**config.mk**
```make
export PLATFORM = sky130hd
export DESIGN_NAME = length_framed_escape_deframer_flat
export DESIGN_NICKNAME = d
export VERILOG_FILES = /design/src/lfed_pkg.sv /design/src/lfed_if.sv /design/src/lfed_front.sv /design/src/lfed_queue.sv /design/src/lfed_back.sv /design/src/length_framed_escape_deframer.sv /design/src/flat_wrapper.sv
export SDC_FILE = /design/constraint.sdc
export NUM_CORES = 1
export LEC_CHECK = 0
export BUFFER_PORTS_ARGS = -buffer_cell sky130_fd_sc_hd__buf_2
export CAP_MARGIN = 10
export CORE_ASPECT_RATIO = 1.25
export CORE_MARGIN = 4
export CORE_UTILIZATION = 25
export CTS_BUF_LIST = sky130_fd_sc_hd__clkbuf_8
export DETAILED_ROUTE_END_ITERATION = 8
export PLACE_DENSITY = 0.43
export SLEW_MARGIN = 30
export SYNTH_ARGS = -nofsm -noshare
export SYNTH_HDL_FRONTEND = slang
export SYNTH_SLANG_ARGS = --single-unit
```
**constraint.sdc**
```tcl
create_clock -name clk -period 3.9 [get_ports clk]
set_clock_uncertainty 0.05 [all_clocks]
set_input_delay 0.78 -clock clk [delete_from_list [all_inputs] [get_ports clk]]
set_output_delay 0.78 -clock clk [all_outputs]
set_load 0.05 [all_outputs]
```
**src/lfed_pkg.sv**
```systemverilog
`default_nettype none
// ----------------------------------------------------------------------------
// lfed_pkg: shared types and constants of the length framed deframer
// Byte codes, the front-to-back command word and the store depth default.
// ----------------------------------------------------------------------------
package lfed_pkg;

    localparam int PAYLOAD_DEPTH_DEFAULT = 64;

    localparam logic [7:0] BYTE_START = 8'hFF;
    localparam logic [7:0] BYTE_END   = 8'hFE;
    localparam logic [7:0] BYTE_ESC   = 8'hFD;
    localparam logic [7:0] ESC_OFFSET = 8'hF0;

    typedef enum logic {
        CMD_STORE   = 1'b0,
        CMD_RELEASE = 1'b1
    } cmd_op_t;

    // One command from the front to the back: store a byte or release a frame.
    typedef struct packed {
        cmd_op_t    op;
        logic [7:0] data;
        logic [5:0] idx;
        logic [6:0] len;
    } cmd_t;

endpackage : lfed_pkg
`default_nettype wire

```
**src/lfed_if.sv**
```systemverilog
`default_nettype none
// ----------------------------------------------------------------------------
// lfed_rx_if / lfed_res_if: ready/valid channels of the deframer
// The received byte channel and the result channel.
// ----------------------------------------------------------------------------
interface lfed_rx_if;
    logic       valid;
    logic       ready;
    logic [7:0] rx_byte;

    modport source (output valid, output rx_byte, input ready);
    modport sink   (input valid, input rx_byte, output ready);
endinterface : lfed_rx_if

interface lfed_res_if;
    logic       valid;
    logic       ready;
    logic [7:0] payload_byte;
    logic [5:0] byte_index;
    logic [6:0] frame_length;
    logic       last_flag;

    modport source (output valid, output payload_byte, output byte_index,
                    output frame_length, output last_flag, input ready);
    modport sink   (input valid, input payload_byte, input byte_index,
                    input frame_length, input last_flag, output ready);
endinterface : lfed_res_if
`default_nettype wire

```
**src/lfed_front.sv**
```systemverilog
`default_nettype none
// ----------------------------------------------------------------------------
// lfed_front: frame parser
// Tracks start, length, escapes and closing byte; issues store and release
// commands to the back end.
// ----------------------------------------------------------------------------
module lfed_front #(
    parameter int PAYLOAD_DEPTH = lfed_pkg::PAYLOAD_DEPTH_DEFAULT
) (
    input  wire logic          clk,
    input  wire logic          rst_n,
    lfed_rx_if.sink            rx,
    output lfed_pkg::cmd_t     push_cmd,
    output logic               push_valid,
    input  wire logic          push_ready
);
    import lfed_pkg::*;

    typedef enum logic [2:0] {
        F_IDLE   = 3'b001,
        F_LENGTH = 3'b010,
        F_BODY   = 3'b100
    } front_state_t;

    front_state_t phase_reg, phase_next;
    logic         esc_reg, esc_next;
    logic [7:0]   remaining_reg, remaining_next;
    logic [6:0]   windex_reg, windex_next;
    logic         too_long_reg, too_long_next;

    logic         accept;
    logic [7:0]   value;
    logic         gen;
    cmd_t         cmd;

    assign rx.ready = push_ready;
    assign accept   = rx.valid && push_ready;
    assign value    = esc_reg ? (rx.rx_byte + ESC_OFFSET) : rx.rx_byte;

    always_comb
    begin
        phase_next     = phase_reg;
        esc_next       = esc_reg;
        remaining_next = remaining_reg;
        windex_next    = windex_reg;
        too_long_next  = too_long_reg;
        gen            = 1'b0;
        cmd.op         = CMD_STORE;
        cmd.data       = value;
        cmd.idx        = windex_reg[5:0];
        cmd.len        = windex_reg;
        unique case (phase_reg)
            F_LENGTH:
            begin
                remaining_next = rx.rx_byte;
                too_long_next  = rx.rx_byte > 8'(PAYLOAD_DEPTH);
                phase_next     = F_BODY;
            end
            F_BODY:
            begin
                if (rx.rx_byte == BYTE_ESC)
                begin
                    esc_next = 1'b1;
                end
                else
                begin
                    esc_next = 1'b0;
                    if (remaining_reg != 8'd0)
                    begin
                        if (!too_long_reg && windex_reg < 7'(PAYLOAD_DEPTH))
                        begin
                            gen         = 1'b1;
                            windex_next = windex_reg + 7'd1;
                        end
                        remaining_next = remaining_reg - 8'd1;
                    end
                    else
                    begin
                        // closing byte: release only a good frame
                        if (value == BYTE_END && !too_long_reg)
                        begin
                            gen    = 1'b1;
                            cmd.op = CMD_RELEASE;
                        end
                        phase_next = F_IDLE;
                    end
                end
            end
            default:
            begin
                phase_next = F_IDLE;
                if (rx.rx_byte == BYTE_START)
                begin
                    phase_next     = F_LENGTH;
                    windex_next    = 7'd0;
                    esc_next       = 1'b0;
                    remaining_next = 8'd0;
                    too_long_next  = 1'b0;
                end
            end
        endcase
    end

    assign push_cmd   = cmd;
    assign push_valid = accept && gen;

    always_ff @(posedge clk or negedge rst_n)
    begin
        if (!rst_n)
        begin
            phase_reg     <= F_IDLE;
            esc_reg       <= 1'b0;
            remaining_reg <= 8'd0;
            windex_reg    <= 7'd0;
            too_long_reg  <= 1'b0;
        end
        else if (accept)
        begin
            phase_reg     <= phase_next;
            esc_reg       <= esc_next;
            remaining_reg <= remaining_next;
            windex_reg    <= windex_next;
            too_long_reg  <= too_long_next;
        end
    end

`ifndef SYNTHESIS
    a_windex_bound: assert property (@(posedge clk) disable iff (!rst_n)
        windex_reg <= 7'(PAYLOAD_DEPTH))
        else $error("write index beyond store depth");
    a_store_only_in_body: assert property (@(posedge clk) disable iff (!rst_n)
        push_valid |-> (phase_reg == F_BODY))
        else $error("command issued outside frame body");
    a_short_frame_fits: assert property (@(posedge clk) disable iff (!rst_n)
        (phase_reg == F_BODY && !too_long_reg)
            |-> ({1'b0, windex_reg} + {1'b0, remaining_reg}) <= 9'(PAYLOAD_DEPTH))
        else $error("frame would overflow store");
`endif
endmodule : lfed_front
`default_nettype wire

```
**src/lfed_queue.sv**
```systemverilog
`default_nettype none
// ----------------------------------------------------------------------------
// lfed_queue: two-entry command queue
// Decouples the parser from the store and drain engine.
// ----------------------------------------------------------------------------
module lfed_queue (
    input  wire logic           clk,
    input  wire logic           rst_n,
    input  wire lfed_pkg::cmd_t push_cmd,
    input  wire logic           push_valid,
    output logic                push_ready,
    output lfed_pkg::cmd_t      pop_cmd,
    output logic                pop_valid,
    input  wire logic           pop_ready
);
    import lfed_pkg::*;

    cmd_t       entry_reg [2];
    logic       wr_ptr_reg;
    logic       rd_ptr_reg;
    logic [1:0] count_reg;
    logic       do_push;
    logic       do_pop;

    assign push_ready = count_reg != 2'd2;
    assign pop_valid  = count_reg != 2'd0;
    assign pop_cmd    = entry_reg[rd_ptr_reg];
    assign do_push    = push_valid && push_ready;
    assign do_pop     = pop_valid && pop_ready;

    always_ff @(posedge clk)
    begin
        if (do_push)
        begin
            entry_reg[wr_ptr_reg] <= push_cmd;
        end
    end

    always_ff @(posedge clk or negedge rst_n)
    begin
        if (!rst_n)
        begin
            wr_ptr_reg <= 1'b0;
            rd_ptr_reg <= 1'b0;
            count_reg  <= 2'd0;
        end
        else
        begin
            if (do_push)
            begin
                wr_ptr_reg <= ~wr_ptr_reg;
            end
            if (do_pop)
            begin
                rd_ptr_reg <= ~rd_ptr_reg;
            end
            count_reg <= count_reg + 2'(do_push) - 2'(do_pop);
        end
    end

`ifndef SYNTHESIS
    a_count_bound: assert property (@(posedge clk) disable iff (!rst_n)
        count_reg <= 2'd2)
        else $error("queue count overflow");
    a_ptr_track: assert property (@(posedge clk) disable iff (!rst_n)
        (count_reg == 2'd0 || count_reg == 2'd2) |-> (wr_ptr_reg == rd_ptr_reg))
        else $error("queue pointers out of step");
    a_full_holds: assert property (@(posedge clk) disable iff (!rst_n)
        (count_reg == 2'd2 && !pop_ready) |=> (count_reg == 2'd2))
        else $error("full queue lost an entry");
`endif
endmodule : lfed_queue
`default_nettype wire

```
**src/lfed_back.sv**
```systemverilog
`default_nettype none
// ----------------------------------------------------------------------------
// lfed_back: payload store and drain engine
// Writes stored bytes into the payload memory and drains released frames.
// ----------------------------------------------------------------------------
module lfed_back #(
    parameter int PAYLOAD_DEPTH = lfed_pkg::PAYLOAD_DEPTH_DEFAULT
) (
    input  wire logic           clk,
    input  wire logic           rst_n,
    input  wire lfed_pkg::cmd_t pop_cmd,
    input  wire logic           pop_valid,
    output logic                pop_ready,
    lfed_res_if.source          res
);
    import lfed_pkg::*;

    localparam int IDX_W = (PAYLOAD_DEPTH > 1) ? $clog2(PAYLOAD_DEPTH) : 1;

    typedef enum logic [2:0] {
        B_IDLE = 3'b001,
        B_READ = 3'b010,
        B_OUT  = 3'b100
    } back_state_t;

    back_state_t state_reg, state_next;
    logic [5:0]  k_reg, k_next;
    logic [6:0]  len_reg, len_next;
    logic        empty_reg, empty_next;
    logic [7:0]  rd_data_reg;
    logic [7:0]  mem [PAYLOAD_DEPTH];
    logic        last;
    logic        do_pop;
    logic        do_write;

    assign pop_ready = state_reg == B_IDLE;
    assign do_pop    = pop_valid && pop_ready;
    assign do_write  = do_pop && pop_cmd.op == CMD_STORE;
    assign last      = empty_reg || (({1'b0, k_reg} + 7'd1) == len_reg);

    always_ff @(posedge clk)
    begin
        if (do_write)
        begin
            mem[pop_cmd.idx[IDX_W-1:0]] <= pop_cmd.data;
        end
        rd_data_reg <= mem[k_reg[IDX_W-1:0]];
    end

    always_comb
    begin
        state_next = state_reg;
        k_next     = k_reg;
        len_next   = len_reg;
        empty_next = empty_reg;
        unique case (state_reg)
            B_READ:
            begin
                state_next = B_OUT;
            end
            B_OUT:
            begin
                if (res.ready)
                begin
                    if (last)
                    begin
                        state_next = B_IDLE;
                    end
                    else
                    begin
                        k_next     = k_reg + 6'd1;
                        state_next = B_READ;
                    end
                end
            end
            default:
            begin
                if (do_pop && pop_cmd.op == CMD_RELEASE)
                begin
                    k_next     = 6'd0;
                    len_next   = pop_cmd.len;
                    empty_next = pop_cmd.len == 7'd0;
                    state_next = (pop_cmd.len == 7'd0) ? B_OUT : B_READ;
                end
            end
        endcase
    end

    always_ff @(posedge clk or negedge rst_n)
    begin
        if (!rst_n)
        begin
            state_reg <= B_IDLE;
            k_reg     <= 6'd0;
            len_reg   <= 7'd0;
            empty_reg <= 1'b0;
        end
        else
        begin
            state_reg <= state_next;
            k_reg     <= k_next;
            len_reg   <= len_next;
            empty_reg <= empty_next;
        end
    end

    assign res.valid        = state_reg == B_OUT;
    assign res.payload_byte = empty_reg ? 8'd0 : rd_data_reg;
    assign res.byte_index   = k_reg;
    assign res.frame_length = len_reg;
    assign res.last_flag    = last;

`ifndef SYNTHESIS
    a_index_in_frame: assert property (@(posedge clk) disable iff (!rst_n)
        (state_reg == B_OUT && !empty_reg) |-> ({1'b0, k_reg} < len_reg))
        else $error("drain index beyond frame length");
    a_stall_holds_index: assert property (@(posedge clk) disable iff (!rst_n)
        (state_reg == B_OUT && !res.ready) |=> (state_reg == B_OUT && $stable(k_reg)))
        else $error("drain advanced during stall");
    a_last_to_idle: assert property (@(posedge clk) disable iff (!rst_n)
        (state_reg == B_OUT && res.ready && last) |=> (state_reg == B_IDLE))
        else $error("drain did not finish after last beat");
`endif
endmodule : lfed_back
`default_nettype wire

```
**src/length_framed_escape_deframer.sv**
```systemverilog
`default_nettype none
// ----------------------------------------------------------------------------
// length_framed_escape_deframer: length prefixed, byte stuffed frame receiver
// Parses 0xFF / length / payload / 0xFE frames with 0xFD escapes and emits
// the payload of each good frame as a run of beats with a last mark.
// ----------------------------------------------------------------------------
// Input: one byte beat per cycle while the command queue has room; payload
//   bytes are written to the store one per cycle by the back end while idle.
// Drain: the back end takes a release command only while idle; each beat
//   then passes a memory read state (B_READ) and an output state (B_OUT),
//   set by the registered store read; an empty frame skips B_READ.
// Reset: parser, queue and drain engine return to idle at once; the payload
//   store holds no reset and needs no clearing pass.
// ----------------------------------------------------------------------------
module length_framed_escape_deframer #(
    parameter int PAYLOAD_DEPTH = lfed_pkg::PAYLOAD_DEPTH_DEFAULT
) (
    input  wire logic   clk,
    input  wire logic   rst_n,
    lfed_rx_if.sink     rx,
    lfed_res_if.source  res
);
    import lfed_pkg::*;

    // front -> queue
    cmd_t push_cmd;
    logic push_valid;
    logic push_ready;

    // queue -> back
    cmd_t pop_cmd;
    logic pop_valid;
    logic pop_ready;

    // Parse the byte stream; hold rx while the queue is full.
    lfed_front #(
        .PAYLOAD_DEPTH (PAYLOAD_DEPTH)
    ) u_front (
        .clk        (clk),
        .rst_n      (rst_n),
        .rx         (rx),
        .push_cmd   (push_cmd),
        .push_valid (push_valid),
        .push_ready (push_ready)
    );

    // Buffer up to two commands so parsing can go on while a frame drains.
    lfed_queue u_queue (
        .clk        (clk),
        .rst_n      (rst_n),
        .push_cmd   (push_cmd),
        .push_valid (push_valid),
        .push_ready (push_ready),
        .pop_cmd    (pop_cmd),
        .pop_valid  (pop_valid),
        .pop_ready  (pop_ready)
    );

    // Store payload bytes and drain released frames in command order, so a
    // new frame's bytes never overwrite a frame that is still draining.
    lfed_back #(
        .PAYLOAD_DEPTH (PAYLOAD_DEPTH)
    ) u_back (
        .clk       (clk),
        .rst_n     (rst_n),
        .pop_cmd   (pop_cmd),
        .pop_valid (pop_valid),
        .pop_ready (pop_ready),
        .res       (res)
    );

endmodule : length_framed_escape_deframer
`default_nettype wire

```
**src/flat_wrapper.sv**
```systemverilog
// flat-port wrapper written by rule: the top's interface ports become plain ports
module length_framed_escape_deframer_flat import lfed_pkg::*;
#(
    parameter int PAYLOAD_DEPTH = lfed_pkg::PAYLOAD_DEPTH_DEFAULT
)
  (clk, rst_n, rx_valid, rx_rx_byte, rx_ready, res_valid, res_payload_byte, res_byte_index, res_frame_length, res_last_flag, res_ready);
  lfed_rx_if rx_i ();
  lfed_res_if res_i ();
  input  wire logic clk;
  input  wire logic rst_n;
  input wire logic [$bits(rx_i.valid)-1:0] rx_valid;
  input wire logic [$bits(rx_i.rx_byte)-1:0] rx_rx_byte;
  output wire logic [$bits(rx_i.ready)-1:0] rx_ready;
  output wire logic [$bits(res_i.valid)-1:0] res_valid;
  output wire logic [$bits(res_i.payload_byte)-1:0] res_payload_byte;
  output wire logic [$bits(res_i.byte_index)-1:0] res_byte_index;
  output wire logic [$bits(res_i.frame_length)-1:0] res_frame_length;
  output wire logic [$bits(res_i.last_flag)-1:0] res_last_flag;
  input wire logic [$bits(res_i.ready)-1:0] res_ready;
  assign rx_i.valid = rx_valid;
  assign rx_i.rx_byte = rx_rx_byte;
  assign rx_ready = rx_i.ready;
  assign res_valid = res_i.valid;
  assign res_payload_byte = res_i.payload_byte;
  assign res_byte_index = res_i.byte_index;
  assign res_frame_length = res_i.frame_length;
  assign res_last_flag = res_i.last_flag;
  assign res_i.ready = res_ready;
  length_framed_escape_deframer #(.PAYLOAD_DEPTH(PAYLOAD_DEPTH)) u_core (.clk(clk), .rst_n(rst_n), .rx(rx_i), .res(res_i));
endmodule
```
==> flow_metrics.env <==
export IMPL_synth_cell_area_sq_um=23800
export IMPL_drive_gt1_share_pct=26.3
export IMPL_worst_slack_ns=0.388
export IMPL_io_pins=36
export IMPL_layout_common_cells="544 x edfxtp_1, 125 x buf_4, 116 x mux4_2"
export IMPL_critPathRequiredTime_ns=3.07
export IMPL_synthXorXnorAreaFrac_pct=0.700
export IMPL_synth_simple_gate_area_share_pct=5.70
export IMPL_synth_ff_type="edfxtp_1"
export IMPL_relSlewSlack_pct=39.5
export IMPL_synth_seq_cells=593
export IMPL_synth_seq_area_share_pct=73.7
export IMPL_gr_usage_all_layers_pct=12.6
export IMPL_synth_cell_types=57
export IMPL_cts_sinks=593
export IMPL_cts_max_path_buffers=3
export IMPL_endpoint_kind="output pin"
export IMPL_hp_start="res_ready"
export IMPL_firstDrtPassIters=5
export IMPL_row_count=126
export IMPL_r2r_start="u_core.u_front.remaining_reg[0]"
export IMPL_synth_top_family_by_area="multiplexers"
export IMPL_htree_levels=3
export IMPL_synthAdderAreaFrac_pct=0.421
export IMPL_hpwlAfterDp_mm=39.8
export IMPL_syn_avg_cell_area_sq_um=17.9
export IMPL_async_flop_share_pct=6.91
export IMPL_yosysWarnings=0
export IMPL_max_freq_ghz=0.285
export IMPL_yosys_mux_area_fraction_pct=13.2
export IMPL_dieArea_sq_um=100000
export IMPL_synth_edf_count=544
export IMPL_die_x_um=284
export IMPL_via_per_inst=4.51
export IMPL_final_nets=1543
export IMPL_crit_type="reg -> out"
export IMPL_drv_cap=0
export IMPL_whs_ns=0.324
export IMPL_postRouteAntennaNets=0
export IMPL_finalHoldViolCount=0
export IMPL_power_density_nw_per_um2=464
export IMPL_clk_latency_ns=0.69
export IMPL_drt_wl_total_mm=63.2
export IMPL_root_buffer="clkbuf_8"
export IMPL_finalSetupTns_ns=0
export IMPL_cp_startpoint="u_core.u_back.res.byte_index[3]"
export IMPL_dp_slack_ns=0.273
export IMPL_post_route_min_period_ns=3.51
export IMPL_post_place_cells=2632
export IMPL_crit_arrival_ns=2.68
export IMPL_ctsResizeCount=0
export IMPL_io_buffer_count=35
export IMPL_p_leak_nw=9.01
export IMPL_status="completed"
export IMPL_final_common_cell="edfxtp_1"
export IMPL_start_util_pct=25.2
export IMPL_cts_tree="yes"
export IMPL_peakVddDrop_v=0.000379
export IMPL_hold_path_class="in -> reg"
export IMPL_drv_slew=0
export IMPL_finish_utilization_pct=29.6
export IMPL_largest_reg_flops=512
export IMPL_antenna_found_initial=2
export IMPL_fin_crit_sh_pct=90.0
export IMPL_grt_first_pass_wirelength_mm=93.0
export IMPL_grt_pass1_vias=13404
export IMPL_synthCells=1326
export IMPL_synth_compound_gate_area_share_pct=4.64
export IMPL_dr_total_vias=12675
export IMPL_clk_pin_slew_ns=0.06
export IMPL_syn_nets=1346
export IMPL_grt_setup_unrepaired="false"
export IMPL_grt_overflow_total=0
export IMPL_core_sq_um=94400
export IMPL_setup_violations=0
export IMPL_fin_cells=2812
export IMPL_drtIter0Drc=870
export IMPL_cts_buffers=98
export IMPL_tightest_slew_ns=0.908
export IMPL_gp_congestion=0.767
export IMPL_grt_max_degree=65
export IMPL_die_h_um=353
export IMPL_area_growth_pct=17.6
export IMPL_worstPathMaxFanout=20
export IMPL_routedWlPerCell_um=22.5
export IMPL_drcViolationCount=0
export IMPL_cp_start_kind="flip-flop"
==> through the flow <==
stage,total power [W],instance area [sq um]
after global placement,0.00819,26200
after global routing,0.0136,27900
after detailed placement,0.00819,26200
after CTS,0.0132,27900
after floorplan,0.00775,23800
final,0.0130,27900
==> final timing paths <==
check	end	slack (ns)	cells past startpoint
min	u_core.u_back.state_reg[0]	0.32	3
min reg2reg	u_core.u_front.phase_reg[0]	0.45	2
max reg2reg	u_core.u_queue.count_reg[1]	0.81	11
min in group asynchronous	u_core.u_back.res.frame_length[6]	0.58	2
max	res_last_flag	0.39	7
max in group asynchronous	u_core.u_back.res.byte_index[2]	2.79	2
==> final cells by class <==
cell class	instances	area [sq um]
inverters	16	60.1
well taps	1216	1520
fillers	9299	66500
repair buffers	166	1240
flip-flops and latches	593	17500
clock inverters	69	304
multi-input cells	648	5870
clock buffers	103	1420
diodes	1	2.50
==> critical path, stage by stage (launching register included) <==
cell and delay [ns]:
dfrtp_2 0.69, nand2_1 0.24, nor4b_1 0.32, a31oi_1 0.09, nor3_1 0.20, nor2_1 0.10
inv_1 0.09, buf_2 0.26
==> per-layer routing <==
metal  up-vias  wire [um]  track usage, %
met1      6614      28300            16.7
met5         -          0               0
met4         0       1520            4.13
met2       265      31200            21.0
li1       5703          -               -
met3        93       2200            2.06
==> where the power goes <==
part	switching [W]	leakage [nW]	internal, W	total, W
Clock	0.00244	0.975	0.00248	0.00492
Combinational	0.000730	2.56	0.000308	0.00104
Sequential	0.0000840	5.48	0.00692	0.00700
Total	0.00326	9.01	0.00971	0.0130
==> cells in the mapped netlist, types with 7 or more instances <==
master,n,share of area (%)
edfxtp_1,544,69
mux4_2,116,11
nor2_1,94,1.5
nand2_1,87,1.4
dfrtp_1,39,4.1
a211oi_1,38,1.2
clkbuf_1,37,0.58
mux2i_1,37,1.6
a21oi_1,32,0.67
o21ai_0,31,0.65
buf_2,21,0.44
nor3_1,20,0.42
nand3_1,18,0.38
a31oi_1,17,0.45
and2_1,17,0.45
nor2b_1,17,0.45
inv_1,16,0.25
mux2_2,14,0.66
o22ai_1,11,0.29
buf_4,10,0.32
xor2_1,10,0.37
xnor2_1,9,0.33
dfxtp_1,8,0.67
ha_1,8,0.42
a311oi_1,7,0.26
nand2b_1,7,0.18
o221ai_1,7,0.26
==> logic make-up after synthesis <==
| kind of cell | Yosys count |
|---|---|
| multiplexers | 167 |
| adder cells (fa/ha/maj) | 8 |
| AO/OA/AOI/OAI | 165 |
| flip-flops | 593 |
| XOR/XNOR | 19 |
| buffers and inverters | 85 |
| AND/OR/NAND/NOR | 289 |
==> what timing repair did <==
action                     CTS  global route
hold buffers                 1             0
setup endpoints to repair    1             1
buffers inserted             1             5
hold endpoints to repair    30             0
(Power assumes the default switching activity.)
